`src/hdl/gregorian_date_difference_macros.svh`:
```
// Assertion macros shared by the date difference block.
// Each macro expects a clock named clk and an active low reset named arst_n in scope.
`ifndef GREGORIAN_DATE_DIFFERENCE_MACROS_SVH
`define GREGORIAN_DATE_DIFFERENCE_MACROS_SVH

`ifndef SYNTH

// Checked only while the block is out of reset.
`define GDD_ASSERT(lbl, prop) \
	lbl: assert property (@(posedge clk) disable iff (!arst_n) prop) \
		else $error("gdd assertion failed");

// Checked at every edge, reset included.
`define GDD_ASSERT_ALWAYS(lbl, prop) \
	lbl: assert property (@(posedge clk) prop) \
		else $error("gdd assertion failed during or after reset");

`else

`define GDD_ASSERT(lbl, prop)
`define GDD_ASSERT_ALWAYS(lbl, prop)

`endif

`endif

```
`src/hdl/gdd_pkg.sv`:
```
`default_nettype none

package gdd_pkg;

	localparam int unsigned DayW     = 5;
	localparam int unsigned MonthW   = 4;
	localparam int unsigned YearW    = 14;
	localparam int unsigned DiffW    = 23;
	localparam int unsigned DayNumW  = 23;
	localparam int unsigned DefaultMaxYear = 9999;

	typedef struct packed {
		logic [DayW-1:0]   first_day;
		logic [MonthW-1:0] first_month;
		logic [YearW-1:0]  first_year;
		logic [DayW-1:0]   second_day;
		logic [MonthW-1:0] second_month;
		logic [YearW-1:0]  second_year;
		logic              inclusive;
	} date_req_t;

	typedef struct packed {
		logic signed [DiffW-1:0] day_difference;
		logic                    invalid_date;
	} date_rsp_t;

	// Length of a month; zero for a month code outside 1 to 12.
	function automatic logic [DayW-1:0] month_length(input logic [MonthW-1:0] month,
			input logic leap);
		logic [DayW-1:0] len;
		case (month)
			4'd1, 4'd3, 4'd5, 4'd7, 4'd8, 4'd10, 4'd12: len = 5'd31;
			4'd4, 4'd6, 4'd9, 4'd11:                    len = 5'd30;
			4'd2:                                       len = leap ? 5'd29 : 5'd28;
			default:                                    len = 5'd0;
		endcase
		return len;
	endfunction

	// Days in a common year ahead of the first of the month.
	function automatic logic [8:0] days_before_month(input logic [MonthW-1:0] month);
		logic [8:0] days;
		case (month)
			4'd1:    days = 9'd0;
			4'd2:    days = 9'd31;
			4'd3:    days = 9'd59;
			4'd4:    days = 9'd90;
			4'd5:    days = 9'd120;
			4'd6:    days = 9'd151;
			4'd7:    days = 9'd181;
			4'd8:    days = 9'd212;
			4'd9:    days = 9'd243;
			4'd10:   days = 9'd273;
			4'd11:   days = 9'd304;
			4'd12:   days = 9'd334;
			default: days = 9'd0;
		endcase
		return days;
	endfunction

	// floor(x / 25) for x below 4096, by reciprocal multiply.
	function automatic logic [7:0] div25(input logic [11:0] x);
		logic [22:0] prod;
		prod = 23'(x) * 23'd1311;
		return prod[22:15];
	endfunction

endpackage

`default_nettype wire

```
`src/hdl/gdd_req_if.sv`:
```
`default_nettype none

interface gdd_req_if;
	logic                valid;
	logic                ready;
	gdd_pkg::date_req_t  data;

	modport source (output valid, output data, input ready);
	modport sink   (input valid, input data, output ready);
endinterface

`default_nettype wire

```
`src/hdl/gdd_rsp_if.sv`:
```
`default_nettype none

interface gdd_rsp_if;
	logic                valid;
	logic                ready;
	gdd_pkg::date_rsp_t  data;

	modport source (output valid, output data, input ready);
	modport sink   (input valid, input data, output ready);
endinterface

`default_nettype wire

```
`src/hdl/gdd_day_number.sv`:
```
`default_nettype none

// Days since 0001-01-01 for one date, plus a range check of the date.
module gdd_day_number #(
	parameter int unsigned MAX_YEAR = gdd_pkg::DefaultMaxYear
) (
	input  wire logic [gdd_pkg::DayW-1:0]    day,
	input  wire logic [gdd_pkg::MonthW-1:0]  month,
	input  wire logic [gdd_pkg::YearW-1:0]   year,
	output logic      [gdd_pkg::DayNumW-1:0] day_num,
	output logic                             date_ok
);

	localparam logic [15:0] MaxYear = 16'(MAX_YEAR);

	logic [gdd_pkg::YearW-1:0] prev_year;
	logic [11:0]               prev_quarter;
	logic [7:0]                prev_cent;
	logic [11:0]               year_quarter;
	logic [7:0]                year_cent;
	logic [11:0]               year_rem25;
	logic                      div4;
	logic                      div100;
	logic                      div400;
	logic                      leap;
	logic [gdd_pkg::DayW-1:0]  mlen;
	logic                      year_ok;
	logic                      month_ok;
	logic                      day_ok;

	// Leap rule: a year divisible by 100 is a leap year only when divisible by 400.
	assign year_quarter = year[gdd_pkg::YearW-1:2];
	assign year_cent    = gdd_pkg::div25(year_quarter);
	assign year_rem25   = year_quarter - 12'(year_cent) * 12'd25;
	assign div4         = (year[1:0] == 2'b00);
	assign div100       = div4 && (year_rem25 == 12'd0);
	assign div400       = div100 && (year_cent[1:0] == 2'b00);
	assign leap         = div400 || (div4 && !div100);

	assign mlen     = gdd_pkg::month_length(month, leap);
	assign year_ok  = (year != '0) && ({2'b00, year} <= MaxYear);
	assign month_ok = (month >= 4'd1) && (month <= 4'd12);
	assign day_ok   = (day != '0) && (day <= mlen);
	assign date_ok  = year_ok && month_ok && day_ok;

	// Whole years before this one; garbage for year zero, which is flagged anyway.
	assign prev_year    = year - 14'd1;
	assign prev_quarter = prev_year[gdd_pkg::YearW-1:2];
	assign prev_cent    = gdd_pkg::div25(prev_quarter);

	always_comb begin
		day_num = 23'(prev_year) * 23'd365
			+ 23'(prev_quarter)
			- 23'(prev_cent)
			+ 23'(prev_cent[7:2])
			+ 23'(gdd_pkg::days_before_month(month))
			+ 23'((leap && (month > 4'd2)) ? 1'b1 : 1'b0)
			+ 23'(day)
			- 23'd1;
	end

endmodule

`default_nettype wire

```
`src/hdl/gregorian_date_difference.sv`:
```
// Gregorian date difference.
// The dates channel carries one word per request: two dates (day, month, year)
// and an inclusive flag. The result channel returns one word per request: the
// signed day count from the first date to the second, and invalid_date, which is
// set with a zero count when either date is out of range.
// An accepted request is held in the input register and then moved into the
// result register, from which the receiver takes it. One request is accepted
// every cycle while the receiver keeps up. Between the input register and the
// result register sit the range checks and day numbers of both dates, each with a
// multiply by 365 and two reciprocal multiplies for the century count.
// The result register holds its word while the receiver stalls. An empty input
// register still takes one more request then; once both registers are full,
// dates.ready follows result.ready in the same cycle.
// Reset clears both valid bits; no request is lost or repeated after reset is
// released, and no clearing time is needed.
`default_nettype none

`include "gregorian_date_difference_macros.svh"

module gregorian_date_difference #(
	parameter int unsigned MAX_YEAR = gdd_pkg::DefaultMaxYear
) (
	input wire logic clk,
	input wire logic arst_n,
	gdd_req_if.sink   dates,
	gdd_rsp_if.source result
);

	localparam logic signed [23:0] SatHigh = 24'sd4194303;
	localparam logic signed [23:0] SatLow  = -24'sd4194304;

	logic                        v_s1;
	gdd_pkg::date_req_t          req_s1;
	logic                        v_s2;
	gdd_pkg::date_rsp_t          rsp_s2;
	logic                        advance;

	logic [gdd_pkg::DayNumW-1:0] num_first;
	logic [gdd_pkg::DayNumW-1:0] num_second;
	logic                        ok_first;
	logic                        ok_second;
	logic signed [23:0]          diff;
	logic signed [23:0]          diff_adj;
	gdd_pkg::date_rsp_t          rsp_next;

	assign advance      = v_s1 && (!v_s2 || result.ready);
	assign dates.ready  = !v_s1 || advance;
	assign result.valid = v_s2;
	assign result.data  = rsp_s2;

	gdd_day_number #(.MAX_YEAR(MAX_YEAR)) u_first (
		.day     (req_s1.first_day),
		.month   (req_s1.first_month),
		.year    (req_s1.first_year),
		.day_num (num_first),
		.date_ok (ok_first)
	);

	gdd_day_number #(.MAX_YEAR(MAX_YEAR)) u_second (
		.day     (req_s1.second_day),
		.month   (req_s1.second_month),
		.year    (req_s1.second_year),
		.day_num (num_second),
		.date_ok (ok_second)
	);

	always_comb begin
		diff = $signed({1'b0, num_second}) - $signed({1'b0, num_first});
		diff_adj = diff;
		// Inclusive counting grows the magnitude; equal dates count as plus one.
		if (req_s1.inclusive) begin
			diff_adj = diff[23] ? (diff - 24'sd1) : (diff + 24'sd1);
		end
		if (!(ok_first && ok_second)) begin
			rsp_next.day_difference = '0;
			rsp_next.invalid_date   = 1'b1;
		end else begin
			rsp_next.invalid_date = 1'b0;
			if (diff_adj > SatHigh) begin
				rsp_next.day_difference = SatHigh[22:0];
			end else if (diff_adj < SatLow) begin
				rsp_next.day_difference = SatLow[22:0];
			end else begin
				rsp_next.day_difference = diff_adj[22:0];
			end
		end
	end

	always_ff @(posedge clk or negedge arst_n) begin
		if (!arst_n) begin
			v_s1 <= 1'b0;
			v_s2 <= 1'b0;
		end else begin
			if (dates.ready) begin
				v_s1 <= dates.valid;
			end
			if (advance) begin
				v_s2 <= 1'b1;
			end else if (result.ready) begin
				v_s2 <= 1'b0;
			end
		end
	end

	always_ff @(posedge clk) begin
		if (dates.valid && dates.ready) begin
			req_s1 <= dates.data;
		end
		if (advance) begin
			rsp_s2 <= rsp_next;
		end
	end

	`GDD_ASSERT(a_invalid_zero, (v_s2 && rsp_s2.invalid_date) |-> (rsp_s2.day_difference == '0))
	`GDD_ASSERT(a_accept_loads, (dates.valid && dates.ready) |=> v_s1)
	`GDD_ASSERT(a_free_advance, (v_s1 && !v_s2) |=> v_s2)
	`GDD_ASSERT_ALWAYS(a_reset_empty, !arst_n |-> (!v_s1 && !v_s2))

endmodule

`default_nettype wire

```
`src/flat_wrapper.sv`:
```
// flat-port wrapper written by rule: the top's interface ports become plain ports
module gregorian_date_difference_flat 
#(
	parameter int unsigned MAX_YEAR = gdd_pkg::DefaultMaxYear
)
  (clk, arst_n, dates_valid, dates_data, dates_ready, result_valid, result_data, result_ready);
  gdd_req_if dates_i ();
  gdd_rsp_if result_i ();
  input wire logic clk;
  input wire logic arst_n;
  input wire logic [$bits(dates_i.valid)-1:0] dates_valid;
  input wire logic [$bits(dates_i.data)-1:0] dates_data;
  output wire logic [$bits(dates_i.ready)-1:0] dates_ready;
  output wire logic [$bits(result_i.valid)-1:0] result_valid;
  output wire logic [$bits(result_i.data)-1:0] result_data;
  input wire logic [$bits(result_i.ready)-1:0] result_ready;
  assign dates_i.valid = dates_valid;
  assign dates_i.data = dates_data;
  assign dates_ready = dates_i.ready;
  assign result_valid = result_i.valid;
  assign result_data = result_i.data;
  assign result_i.ready = result_ready;
  gregorian_date_difference #(.MAX_YEAR(MAX_YEAR)) u_core (.clk(clk), .arst_n(arst_n), .dates(dates_i), .result(result_i));
endmodule
```
`config.mk`:
```
export PLATFORM = sky130hd
export DESIGN_NAME = gregorian_date_difference_flat
export DESIGN_NICKNAME = d
export VERILOG_FILES = /design/src/hdl/gdd_pkg.sv /design/src/hdl/gdd_req_if.sv /design/src/hdl/gdd_rsp_if.sv /design/src/hdl/gdd_day_number.sv /design/src/hdl/gregorian_date_difference.sv /design/src/flat_wrapper.sv
export VERILOG_INCLUDE_DIRS = /design/src /design/src/hdl
export SDC_FILE = /design/constraint.sdc
export NUM_CORES = 1
export LEC_CHECK = 0
export ABC_CLOCK_PERIOD_IN_PS = 17000
export BUFFER_PORTS_ARGS = -buffer_cell sky130_fd_sc_hd__buf_2
export CORE_ASPECT_RATIO = 1.4
export CORE_MARGIN = 4
export CORE_UTILIZATION = 45
export CTS_CLUSTER_SIZE = 20
export DETAILED_ROUTE_END_ITERATION = 10
export RECOVER_POWER = 100
export SETUP_SLACK_MARGIN = 0.05
export SYNTH_ARGS = -nofsm -noshare
export SYNTH_HDL_FRONTEND = slang
export SYNTH_HIERARCHICAL = 1
export SYNTH_SLANG_ARGS = --single-unit
```
`constraint.sdc`:
```
create_clock -name clk -period 17 [get_ports clk]
set_clock_uncertainty 0.05 [all_clocks]
set_input_delay 0.85 -clock clk [delete_from_list [all_inputs] [get_ports clk]]
set_output_delay 0.85 -clock clk [all_outputs]
set_load 0.03 [all_outputs]
```
Word level (Yosys, flattened, before mapping)
Memories as Yosys holds them, arrays and structs flattened. A register that Yosys moved wholly into a read port is not among the register bits.
Cells that the tools add are included.
- flip-flop bits (word level): 73
- bits in read-only memories: 288
- bits of input ports: 51
- output and inout bits: 26
- word-level logic and storage cells: 140
- memories kept: 2
- memories (name ; depth ; bits a word ; rd ports ; clocked after Yosys merged registers in ; write ports ; RTL line ; source):
    (name not given) ; 16 ; 9 ; 1 ; 1 ; 0 ; gdd_pkg.sv:43 ; case (month)
    (name not given) ; 16 ; 9 ; 1 ; 1 ; 0 ; gdd_pkg.sv:43 ;
- add/subtract/negate cells: 21
- $mul: 8
- order comparisons: 12
- equal/unequal tests: 24
- mux-type cells: 15
- bitwise logic cells: 1
- reduce and logical (&&, ||, !) cells: 45
- operator list (operator ; count):
    12-bit by 11-bit multiplier with 23-bit output, second input constant ; 4
    24-bit 2-to-1 mux ; 2
    23-bit by 1-bit adder with 23-bit output ; 2
    23-bit by 12-bit adder with 23-bit output ; 2
    23-bit by 5-bit adder with 23-bit output ; 2
    23-bit by 6-bit adder with 23-bit output ; 2
    23-bit by 9-bit adder with 23-bit output ; 2
    14-bit by 9-bit multiplier with 23-bit output, second input constant ; 2
    23-bit by 1-bit subtractor with 23-bit output, second input constant ; 2
    23-bit by 8-bit subtractor with 23-bit output ; 2
    4-bit == test, second input constant ; 10
    4-bit by 3-bit == test with 1-bit output, second input constant ; 8
    5-bit case mux with 3 select lines ; 2
    14-bit less-or-equal comparator, second input constant ; 2
    14-bit nonzero test ; 2
    14-bit by 1-bit subtractor with 14-bit output, second input constant ; 2
    24-bit by 2-bit adder with 24-bit output, second input constant ; 1
    24-bit by 23-bit greater-than comparator with 1-bit output, second input constant ; 1
    12-bit zero test ; 2
    24-bit by 23-bit less-than comparator with 1-bit output, second input constant ; 1
    8-bit by 5-bit multiplier with 12-bit output, second input constant ; 2
    12-bit subtractor ; 2
    23-bit by 23-bit subtractor with 24-bit output ; 1
    24-bit by 2-bit subtractor with 24-bit output, second input constant ; 1
    other kinds (20) ; 67

Depth between registers and ports, before layout
Gate-level depths: netlist (run 1).
- depth in word-level cells: 20
- depth in mapped cells: 75
- mapped depth without buffers: 73

By module
Netlist (run 1), hierarchy kept.
- modules (own cells, without submodules) (module ; instances ; cells each ; area an instance (um^2) ; sequential area each (um^2)):
    gdd_day_number (u_core.u_second) ; 1 ; 1208 ; 11359.6 ; 0.0
    gdd_day_number (u_core.u_first) ; 1 ; 1209 ; 11317.1 ; 0.0
    gregorian_date_difference ; 1 ; 517 ; 5186.2 ; 2182.1

Worst setup path after synthesis (run 1)
No wires, ideal clock.
- kind: register to register
- start point: register u_core/req_s1[32] (netlist bit)
- end point: register u_core.rsp_s2 (netlist bit u_core/result.data[1]) (data pin)
- setup time: 0.268 ns
- arrival time: 16.093 ns
- data required time: 16.682 ns
- setup slack: 0.589 ns
- cell stages (with the launch flop): 69
- path buffers: 2
- clock period less this slack: 16.411 ns
- cell sequence: edfxtp_1 -> inv_1 -> fa_1 -> inv_1 -> ha_1 -> inv_1 -> fa_1 -> fa_1 -> fa_1 -> inv_1 -> ha_1 -> and3_1 -> o311a_2 -> a211o_1 -> a21o_1 -> a21oi_2 -> o21ai_1 -> o21a_1 -> (+33 left out) -> inv_1 -> ha_1 -> clkbuf_1 -> a21o_1 -> a21o_1 -> a21o_1 -> a31oi_1 -> inv_1 -> fa_1 -> and2b_1 -> o2111ai_1 -> a211oi_1 -> nor2_1 -> o211ai_1 -> mux2_2 -> a21oi_2 -> buf_4 -> o22ai_1
- cells in the longest elaborated chain, start to end: 20
- elaborated cells between the ends (all ways): 41
- classes of those cells: add/sub (12); mul (4); order compare (4); mux (7); reduce/logical (14)
- ends and longest elaborated chain (what ; RTL line ; source):
    start: declaration ; gregorian_date_difference.sv:33 ; gdd_pkg::date_req_t req_s1;
    start signal: assignment ; gregorian_date_difference.sv:107 ; req_s1 <= dates.data;
    parallel branches: the longest is 10 deep, another holds 14-bit by 9-bit multiplier with 23-bit output ; -- ;
    23-bit by 1-bit adder with 23-bit output * ; gdd_day_number.sv:57 ; + 23'((leap && (month > 4'd2)) ? 1'b1 : 1'b0)
    23-bit by 5-bit adder with 23-bit output * ; gdd_day_number.sv:58 ; + 23'(day)
    23-bit by 1-bit subtractor with 23-bit output * ; gdd_day_number.sv:59 ; - 23'd1;
    via u_core.num_first, one bit ; gregorian_date_difference.sv:38 ; logic [gdd_pkg::DayNumW-1:0] num_first;
    23-bit by 23-bit subtractor with 24-bit output * ; gregorian_date_difference.sv:68 ; diff = $signed({1'b0, num_second}) - $signed({1'b0, num_first});
    24-bit by 2-bit adder with 24-bit output / 24-bit by 2-bit subtractor with 24-bit output (equally long branches) ; gregorian_date_difference.sv:72 ; diff_adj = diff[23] ? (diff - 24'sd1) : (diff + 24'sd1);
    24-bit 2-to-1 mux ; gregorian_date_difference.sv:72 ;
    24-bit 2-to-1 mux * ; gregorian_date_difference.sv:71 ; if (req_s1.inclusive) begin
    24-bit by 23-bit less-than comparator with 1-bit output ; gregorian_date_difference.sv:81 ; end else if (diff_adj < SatLow) begin
    23-bit 2-to-1 mux ; gregorian_date_difference.sv:81 ;
    22-bit 2-to-1 mux * ; gregorian_date_difference.sv:79 ; if (diff_adj > SatHigh) begin
    end signal: assignment ; gregorian_date_difference.sv:110 ; rsp_s2 <= rsp_next;
    end: declaration ; gregorian_date_difference.sv:35 ; gdd_pkg::date_rsp_t rsp_s2;
Mark *: on every way through the listed nets, which the timed path passes.
A chain may end at the register's enable or synchronous reset.

Worst setup path after layout (run 1)
- start point: register u_core/req_s1[33] (netlist bit)
- end point: register u_core.rsp_s2 (netlist bit u_core/result.data[18]) (data pin)
The elaborated chain is that of the path after synthesis.

==> results of run 1 <==
[per-layer routing]
metal  GRT usage  routed length (um)  vias to the layer above
met2       0.420               38000                      316
li1            -                   -                     9954
met1       0.241               27200                    10100
met3      0.0178                1430                      127
met4      0.0918                3180                        0
met5           0                   0                        -
[worst reg2reg max path: cells and delay by family (launching register included)]
kind	cells	cell delay, ns
xor+xnor	3	0.48
buf+inv	13	1.36
flops	1	0.47
fa+ha+maj	18	6.84
compound gates	26	5.59
simple gates	7	1.04
[how the worst max path moves through the flow]
stage / slack [ns] / to / cells after the start / startpoint
finish: 0.85 / u_core/result.data[18]$_SDFFCE_PN0P_ / 67 / u_core/req_s1[33]$_DFFE_PP_
global route: -0.09 / u_core/result.data[18]$_SDFFCE_PN0P_ / 70 / u_core/req_s1[33]$_DFFE_PP_
CTS: 0.17 / u_core/result.data[18]$_SDFFCE_PN0P_ / 70 / u_core/req_s1[34]$_DFFE_PP_
detailed placement: 0.24 / u_core/result.data[18]$_SDFFCE_PN0P_ / 70 / u_core/req_s1[31]$_DFFE_PP_
global placement: 0.51 / u_core/result.data[1]$_SDFFCE_PN0P_ / 69 / u_core/req_s1[31]$_DFFE_PP_
floorplan: 0.59 / u_core/result.data[1]$_SDFFCE_PN0P_ / 68 / u_core/req_s1[32]$_DFFE_PP_
[Yosys cell counts, drive strengths merged, types with 3 or more instances]
master / number / area share
nor2b: 22 / 0.0049
mux2i: 28 / 0.010
xor2: 34 / 0.011
nor2: 92 / 0.012
a21oi: 120 / 0.022
a311oi: 9 / 0.0028
and4: 3 / 0.00094
o211ai: 13 / 0.0035
nand2: 83 / 0.011
nand4: 11 / 0.0025
o41ai: 6 / 0.0032
a221oi: 4 / 0.0017
a21boi: 14 / 0.0038
ha: 673 / 0.30
inv: 762 / 0.10
and2: 15 / 0.0034
nand3b: 6 / 0.0016
clkbuf: 25 / 0.0034
a31oi: 12 / 0.0032
o21a: 24 / 0.0065
or3: 11 / 0.0025
o31ai: 7 / 0.0021
nor3: 34 / 0.0061
fa: 376 / 0.27
nand2b: 17 / 0.0038
or4: 5 / 0.0013
a211o: 5 / 0.0016
o211a: 4 / 0.0014
o2111ai: 8 / 0.0027
o31a: 4 / 0.0013
a2111oi: 9 / 0.0035
or2: 5 / 0.0011
a211oi: 35 / 0.0096
o21ai: 83 / 0.015
a31o: 4 / 0.0013
o21bai: 10 / 0.0027
o22ai: 11 / 0.0031
buf: 6 / 0.0012
a41o: 3 / 0.0011
a21o: 41 / 0.011
xnor2: 121 / 0.038
and3: 29 / 0.0065
edfxtp: 71 / 0.077
nand3: 45 / 0.0083
nor4: 8 / 0.0026
[registers in the layout, summed over array words and instances (netlist names)]
| register | count |
|---|---|
| u_core/result.data | 24 |
| u_core/result.valid | 1 |
| u_core/v_s1 | 1 |
| u_core/req_s1 | 47 |
[cell type report]
type                       instances  area [um2]
timing repair buffer             192        1250
clock inverter                     7        85.1
clock buffer                       9         225
sequential                        73        2180
multi-input combinational       2068       23300
antenna                            1        2.50
fill                            5722       30100
tap                              817        1020
inverter                         762        2870
[metrics by stage]
step                      setup TNS [ns]  cell area [um2]  utilization
after floorplan                        0            27900            -
after global placement                 0            29700        0.487
after detailed placement               0            29700        0.487
after CTS                              0            30000        0.492
after global routing              -0.145            30900        0.507
final                                  0            30900        0.507
[repair_timing]
item	CTS	global route
buffers inserted	0	39
setup endpoints to repair	0	23
gates resized for setup	0	120
[logic make-up after synthesis]
kind of cell,after synthesis,synth area share
mux,32,0.0126
simple gates,393,0.0715
xor+xnor,155,0.0487
buf+inv,793,0.107
fa+ha+maj,1049,0.572
compound gates,439,0.109
flops,73,0.0783
==> impl_metrics.py, run 1 <==
metrics = {
    "timing": {
        "finalMaxSlewViolations": 73,
        "max_slew_margin": -1.37,
        "finalCriticalPeriod_ns": 16.15,
        "fin_hold_ws_ns": 0.180,
        "hold_viol_final": 0,
        "worstMarginPinSlew_ns": 3.55,
        "final-setup-viol-count": 0,
        "fmax_mhz": 61.9,
        "setup_ws_ns": 0.854,
        "min_period_over_period": 0.950,
    },
    "detailed_routing": {
        "drc": 0,
        "vias_per_cell": 5.21,
        "dr.pass1.iters": 5,
        "routed_wl_mm": 69.8,
        "post_drt_wl_per_cell_um": 17.8,
        "vias": 20500,
        "drt_iter0_drc": 735,
        "ant_nets": 0,
    },
    "die": {
        "start_util": 0.456,
        "die_w_um": 218,
        "io_pins": 77,
        "fp-row-count": 107,
        "fp.dieArea_mm2": 0.0660,
        "die_h_um": 302,
        "core_area_mm2": 0.0610,
    },
    "placed_design": {
        "dp_slack_ns": 0.245,
        "dpl.hpwl_mm": 60.8,
        "portBuffers": 76,
        "dp.cells": 3870,
        "place.gp.congestion": 0.911,
    },
    "run_status": {
        "outcome": "finished with violations",
        "violations": "max-capacitance violations, max-slew violations",
    },
    "clocking": {
        "cts_max_path_buffers": 2,
        "cts_hold_buf": 0,
        "clk_pin_slew_worst_paths_ns": 0.07,
        "numCtsBuffers": 9,
        "cts.sinks": 73,
        "clk_latency_ns": 0.41,
        "cts_tree": "yes",
        "cts-htree-levels": 3,
        "clockRootBuffer": "clkbuf_16",
    },
    "synth": {
        "synth-edff-count": 71,
        "synthCells": 2934,
        "ys_ff_latch": 73,
        "synth_cell_types": 88,
        "syn_area_mm2": 0.0279,
        "syn_nets": 4034,
        "synth-async-reset-ratio": 0.0274,
        "seq_area_frac_synth": 0.0783,
        "synth-main-ff-cell": "edfxtp_1",
        "synth_warnings": 6,
        "avgSynthCellArea_um2": 9.50,
    },
    "finish": {
        "layout.nets": 4206,
        "areaGrowthSynthToFinish_pct": 11.0,
        "final_cell_mix": "inv_1 (753), ha_1 (656), fa_1 (376)",
        "final_common_cell": "inv_1",
        "drive_gt1_frac": 0.0961,
        "finalNonFillerCells": 3929,
    },
    "critical_path": {
        "crit_arrival_ns": 16.20,
        "critPathLaunchType": "flop",
        "reg2reg_from": "u_core/req_s1[33]$_DFFE_PP_",
        "critPathMaxStageDelay_ns": 0.57,
        "critical_path.max_fanout": 8,
        "critPathBufInv": 13,
        "worstSetupPathType": "reg2reg",
        "rrSetupSlack_ns": 0.85,
        "cp.required_ns": 17.05,
        "rr_endpoint": "u_core/result.data[18]$_SDFFCE_PN0P_",
        "crit_path_end_kind": "flop",
        "worst_r2r_path_depth": 67,
        "cpMaxStageDelayCell": "fa_1",
        "path_delay_family": "adder cells",
    },
    "run": {
        "max_cap_violations": 2,
    },
    "global_route": {
        "grt_remaining_overflow": 0,
        "grt_pass1_wl_mm": 114,
        "grt_pass1_vias": 22400,
        "antenna_found_initial": 0,
        "groute.usage.overall": 0.217,
        "grt_max_degree": 48,
    },
    "hold_path": {
        "holdCritPathClass": "in2async",
    },
}
Power of run 1 is left out: the tool's default activity adds up to more than one toggle a clock period on the data nets, which glitch-free logic cannot reach.
==> run 2, diff against run 1 <==
--- a/config.mk
+++ b/config.mk
@@ -13,7 +13,6 @@
 export CORE_UTILIZATION = 45
 export CTS_CLUSTER_SIZE = 20
 export DETAILED_ROUTE_END_ITERATION = 10
-export RECOVER_POWER = 100
 export SETUP_SLACK_MARGIN = 0.05
 export SYNTH_ARGS = -nofsm -noshare
 export SYNTH_HDL_FRONTEND = slang
==> run 2 against run 1 <==
Net effect: the run now ends clean; setup slack better by 0.020 ns; routed wire length about the same; final area up 0.17%; die area unchanged; largest cell class unchanged.
==> impl_metrics.py, run 2 (synthesis results as in run 1) <==
metrics = {
    "run_status": {
        "outcome": "finished clean",
    },
    "global_route": {
        "grt_pass1_vias": 22400,
        "grt_pass1_wl_mm": 114,
        "groute.usage.overall": 0.217,
        "grt_max_degree": 48,
        "antenna_found_initial": 0,
        "grt_remaining_overflow": 0,
    },
    "detailed_routing": {
        "routed_wl_mm": 69.8,
        "vias_per_cell": 5.21,
        "post_drt_wl_per_cell_um": 17.8,
        "ant_nets": 0,
        "drc": 0,
        "vias": 20500,
        "drt_iter0_drc": 758,
        "dr.pass1.iters": 5,
    },
    "clocking": {
        "clk_latency_ns": 0.41,
        "cts_tree": "yes",
        "clockRootBuffer": "clkbuf_16",
        "clk_pin_slew_worst_paths_ns": 0.07,
        "cts_max_path_buffers": 2,
        "numCtsBuffers": 9,
        "cts-htree-levels": 3,
        "cts.sinks": 73,
    },
    "finish": {
        "largest_reg_flops": 47,
        "finalNonFillerCells": 3929,
        "areaGrowthSynthToFinish_pct": 11.2,
        "final_cell_mix": "inv_1 (753), ha_1 (656), fa_1 (376)",
        "regMostFlops": "u_core/req_s1",
        "drive_gt1_frac": 0.109,
        "finalCoreUtilization": 0.508,
        "fill_cells": 5704,
        "layout.nets": 4206,
        "final_common_cell": "inv_1",
    },
    "critical_path": {
        "cpMaxStageDelayCell": "fa_1",
        "critical_path.max_fanout": 8,
        "critPathMaxStageDelay_ns": 0.57,
        "crit_arrival_ns": 16.18,
        "path_delay_family": "adder cells",
        "cp.required_ns": 17.05,
        "critPathLaunchType": "flop",
        "worstSetupPathType": "reg2reg",
        "crit_path_end_kind": "flop",
        "critPathBufInv": 13,
    },
    "timing": {
        "worstMarginPinSlew_ns": 1.05,
        "max_slew_margin": 0.299,
        "finalMaxSlewViolations": 0,
        "fmax_mhz": 62.0,
        "finalCriticalPeriod_ns": 16.13,
        "min_period_over_period": 0.949,
        "hold_viol_final": 0,
        "final-setup-viol-count": 0,
    },
    "run": {
        "max_cap_violations": 0,
    },
    "hold_path": {
        "holdCritPathClass": "in2async",
    },
    "die": {
        "fp-row-count": 107,
        "die_w_um": 218,
        "die_h_um": 302,
        "core_area_mm2": 0.0610,
        "fp.dieArea_mm2": 0.0660,
        "start_util": 0.456,
        "io_pins": 77,
    },
    "placed_design": {
        "place.gp.congestion": 0.911,
        "dp.cells": 3870,
        "portBuffers": 76,
        "dpl.hpwl_mm": 60.8,
    },
}
==> run 2: worst paths after layout <==
check                                             from                                    to  slack, ns  depth (start not counted)
max                        u_core/req_s1[33]$_DFFE_PP_  u_core/result.data[18]$_SDFFCE_PN0P_       0.87                         67
min reg2reg                    u_core/v_s1$_DFFE_PN0N_       u_core/result.valid$_DFFE_PN0P_       0.46                          1
min                                             arst_n               u_core/v_s1$_DFFE_PN0N_       0.18                          1
min in group clk               u_core/v_s1$_DFFE_PN0N_       u_core/result.valid$_DFFE_PN0P_       0.46                          1
max in group asynchronous                       arst_n       u_core/result.valid$_DFFE_PN0P_      16.62                          1
max reg2reg                u_core/req_s1[33]$_DFFE_PP_  u_core/result.data[18]$_SDFFCE_PN0P_       0.87                         67
==> run 2: cell type report <==
class	instances	area (um2)	area share
Timing Repair Buffer	192	1310	0.0421
Sequential cell	73	2180	0.0704
Multi-Input combinational cell	2068	23300	0.752
Antenna cell	1	2.50	0.0000808
Clock inverter	7	85.1	0.00275
Inverter	762	2870	0.0926
Tap cell	817	1020	0.0330
Clock buffer	9	225	0.00727
==> run 2: what timing repair did <==
item | CTS | global route
resized for setup | 0 | 120
setup buffers | 0 | 39
hold buffers | 0 | 0
endpoints found under the setup margin | 0 | 23
==> run 2: per-layer routing <==
layer	global-route usage	up-vias	wire length [um]
li1	-	9958	-
met1	0.241	10100	27100
met2	0.420	284	38000
met3	0.0178	125	1380
met4	0.0918	0	3230
met5	0	-	0
==> run 2: stage by stage <==
step	cell area [um2]	setup TNS, ns	hold slack [ns]	worst slack (ns)
detailed placement	29700	0	0.422	0.245
finish	31000	0	0.179	0.874
floorplan	27900	0	0.399	0.589
global placement	29700	0	0.430	0.507
CTS	30000	0	0.155	0.173
global route	31000	-0.145	0.163	-0.0861
Power of run 2 is left out for the same reason.
==> run 3, diff against run 2 <==
--- a/config.mk
+++ b/config.mk
@@ -10,11 +10,11 @@
 export BUFFER_PORTS_ARGS = -buffer_cell sky130_fd_sc_hd__buf_2
 export CORE_ASPECT_RATIO = 1.4
 export CORE_MARGIN = 4
-export CORE_UTILIZATION = 45
+export CORE_UTILIZATION = 50
 export CTS_CLUSTER_SIZE = 20
 export DETAILED_ROUTE_END_ITERATION = 10
+export PLACE_DENSITY = 0.69
 export SETUP_SLACK_MARGIN = 0.05
 export SYNTH_ARGS = -nofsm -noshare
 export SYNTH_HDL_FRONTEND = slang
-export SYNTH_HIERARCHICAL = 1
 export SYNTH_SLANG_ARGS = --single-unit
==> run 3 against run 2 <==
Net effect: non-clock buffer count up 163; global-route usage grew 1.7 points; clock-buffer cell count unchanged; die area shrank 12%.
==> impl_metrics.py, run 3 <==
metrics = {
    "synth": {
        "synth.most_common_cell": "inv_1",
        "synthCells": 2832,
        "syn_nets": 3928,
        "synth_warnings": 0,
        "synth_top_area_frac": 0.307,
        "avgSynthCellArea_um2": 9.63,
        "ys_ff_latch": 91,
        "synth-main-ff-cell": "edfxtp_1",
        "synth-edff-count": 71,
        "synth_cell_types": 77,
        "synth_area_leaders": "ha_1 (31%), fa_1 (28%), inv_1 (9.7%)",
        "syn_area_mm2": 0.0273,
        "yosys-top-cells-count": "inv_1 (704), ha_1 (669), fa_1 (376)",
        "synth_top_cell_by_area": "ha_1",
        "synth-async-reset-ratio": 0.0220,
        "seq_area_frac_synth": 0.0932,
    },
    "critical_path": {
        "crit_arrival_ns": 16.54,
        "critPathLaunchType": "flop",
        "worstSetupPathType": "reg2reg",
        "cpMaxStageDelayCell": "fa_2",
        "critPathMostFrequentCell": "fa_1",
        "crit_path_end_kind": "flop",
        "worst_r2r_path_depth": 77,
        "critical_path.max_fanout": 5,
        "critPathMaxStageDelay_ns": 0.54,
        "cp.required_ns": 17.06,
    },
    "timing": {
        "min_period_over_period": 0.969,
        "final-setup-viol-count": 0,
        "hold_viol_final": 0,
        "setup_ws_ns": 0.520,
        "worstMarginPinSlew_ns": 1.25,
        "fmax_mhz": 60.7,
        "max_slew_margin": 0.146,
        "rsz0062_at_grt": "yes",
        "finalCriticalPeriod_ns": 16.48,
        "finalMaxSlewViolations": 0,
    },
    "die": {
        "die_w_um": 205,
        "core_area_mm2": 0.0541,
        "io_pins": 77,
        "fp-row-count": 101,
        "fp.dieArea_mm2": 0.0584,
        "start_util": 0.504,
        "die_h_um": 284,
    },
    "global_route": {
        "grt_pass1_vias": 22800,
        "grt_pass1_wl_mm": 110,
        "grt_max_degree": 44,
        "antenna_found_initial": 0,
        "grt_remaining_overflow": 0,
        "groute.usage.overall": 0.233,
    },
    "clocking": {
        "cts_max_path_buffers": 2,
        "clk_latency_ns": 0.39,
        "cts.sinks": 91,
        "cts-htree-levels": 3,
        "clockRootBuffer": "clkbuf_16",
        "numCtsBuffers": 9,
        "clk_pin_slew_worst_paths_ns": 0.09,
        "cts_tree": "yes",
    },
    "detailed_routing": {
        "drt_iter0_drc": 787,
        "ant_nets": 0,
        "routed_wl_mm": 68.7,
        "vias": 20700,
        "drc": 0,
        "vias_per_cell": 5.30,
        "dr.pass1.iters": 5,
        "post_drt_wl_per_cell_um": 17.6,
    },
    "placed_design": {
        "dpl.hpwl_mm": 58.2,
        "place.gp.congestion": 0.925,
        "dp_slack_ns": -0.723,
        "portBuffers": 76,
    },
    "finish": {
        "fill_cells": 4655,
        "drive_gt1_frac": 0.182,
        "layout.nets": 4282,
        "final_cell_mix": "inv_1 (679), ha_1 (636), fa_1 (363)",
        "antenna_cells": 0,
        "areaGrowthSynthToFinish_pct": 17.6,
        "final_common_cell": "inv_1",
    },
    "run_status": {
        "outcome": "finished clean",
    },
    "run": {
        "max_cap_violations": 0,
    },
    "hold_path": {
        "holdCritPathClass": "in2async",
    },
}
run 3: cell count changes in the layout (fill, tap and decap cells not counted), sizes merged, moves of 7 or more:
cell,delta
nand2b,+17
mux2i,-10
and3,-21
nor2,+11
o21ai,+28
a21boi,-8
inv,-54
a211oi,-29
nand3,-7
buf,+163
dfxtp,+18
xor2,+7
run 3: kinds of logic after synthesis:
family / share of synthesized area
AO/OA/AOI/OAI: 0.0957
AND/OR/NAND/NOR: 0.0697
flip-flops: 0.0932
multiplexers: 0.00785
adder cells (fa/ha/maj): 0.583
XOR/XNOR: 0.0501
buffers and inverters: 0.100
run 3: layout make-up:
cell class | instances | area, um2 | share of cell area
well taps | 721 | 902 | 0.0281
inverters | 704 | 2640 | 0.0824
clock inverters | 7 | 76.3 | 0.00238
multi-input cells | 2025 | 23100 | 0.720
clock buffers | 9 | 225 | 0.00702
repair buffers | 355 | 2580 | 0.0803
flip-flops and latches | 91 | 2540 | 0.0793
run 3: worst paths after layout:
check / to / slack [ns] / from
worst max register to register: u_core.result.data[2]$_SDFFCE_PN0P_ / 0.52 / u_core.req_s1[7]$_DFFE_PP_
worst min-delay path: u_core.result.valid$_DFFE_PN0P_ / 0.19 / arst_n
worst min register to register: u_core.result.valid$_DFFE_PN0P_ / 0.46 / u_core.v_s1$_DFFE_PN0N_
worst max-delay path: u_core.result.data[2]$_SDFFCE_PN0P_ / 0.52 / u_core.req_s1[7]$_DFFE_PP_
max in group asynchronous: u_core.v_s1$_DFFE_PN0N_ / 16.61 / arst_n
min in group clk: u_core.result.valid$_DFFE_PN0P_ / 0.46 / u_core.v_s1$_DFFE_PN0N_
run 3: critical path, delay by kind of cell (launching register included):
| family | cells | cell delay [ns] |
|---|---|---|
| adders and majority gates | 19 | 6.69 |
| AOI/OAI and AO/OA | 33 | 6.25 |
| buffers and inverters | 13 | 1.22 |
| and+or+nand+nor | 10 | 1.03 |
| xor gates and xnor gates | 2 | 0.53 |
| DFF | 1 | 0.45 |
run 3: stage by stage:
stage          hold slack (ns)  std cells  utilization  cell area (um2)  TNS (ns)
4_1_cts                  0.180       3878        0.571            30900         0
2_1_floorplan            0.399       2832            -            27300         0
5_1_grt                  0.184       3912        0.593            32100     -5.83
3_3_place_gp             0.416       3846        0.559            30200    -12.08
3_5_place_dp             0.442       3846        0.559            30200    -15.81
6_report                 0.192       3912        0.593            32100         0
run 3: layer usage:
| layer | GRT usage | part of all wire | up-vias |
|---|---|---|---|
| met1 | 0.252 | 0.37 | 10200 |
| met2 | 0.455 | 0.56 | 377 |
| met3 | 0.0162 | 0.022 | 182 |
| met4 | 0.105 | 0.051 | 0 |
| met5 | 0 | 0 | - |
| li1 | - | - | 9943 |
run 3: what timing repair did:
action	CTS	global route
setup buffers	14	31
hold buffers	0	0
resized for setup	49	197
gates cloned	2	4
setup endpoints to repair	23	23
pin swaps	29	173
Power of run 3 is left out for the same reason.
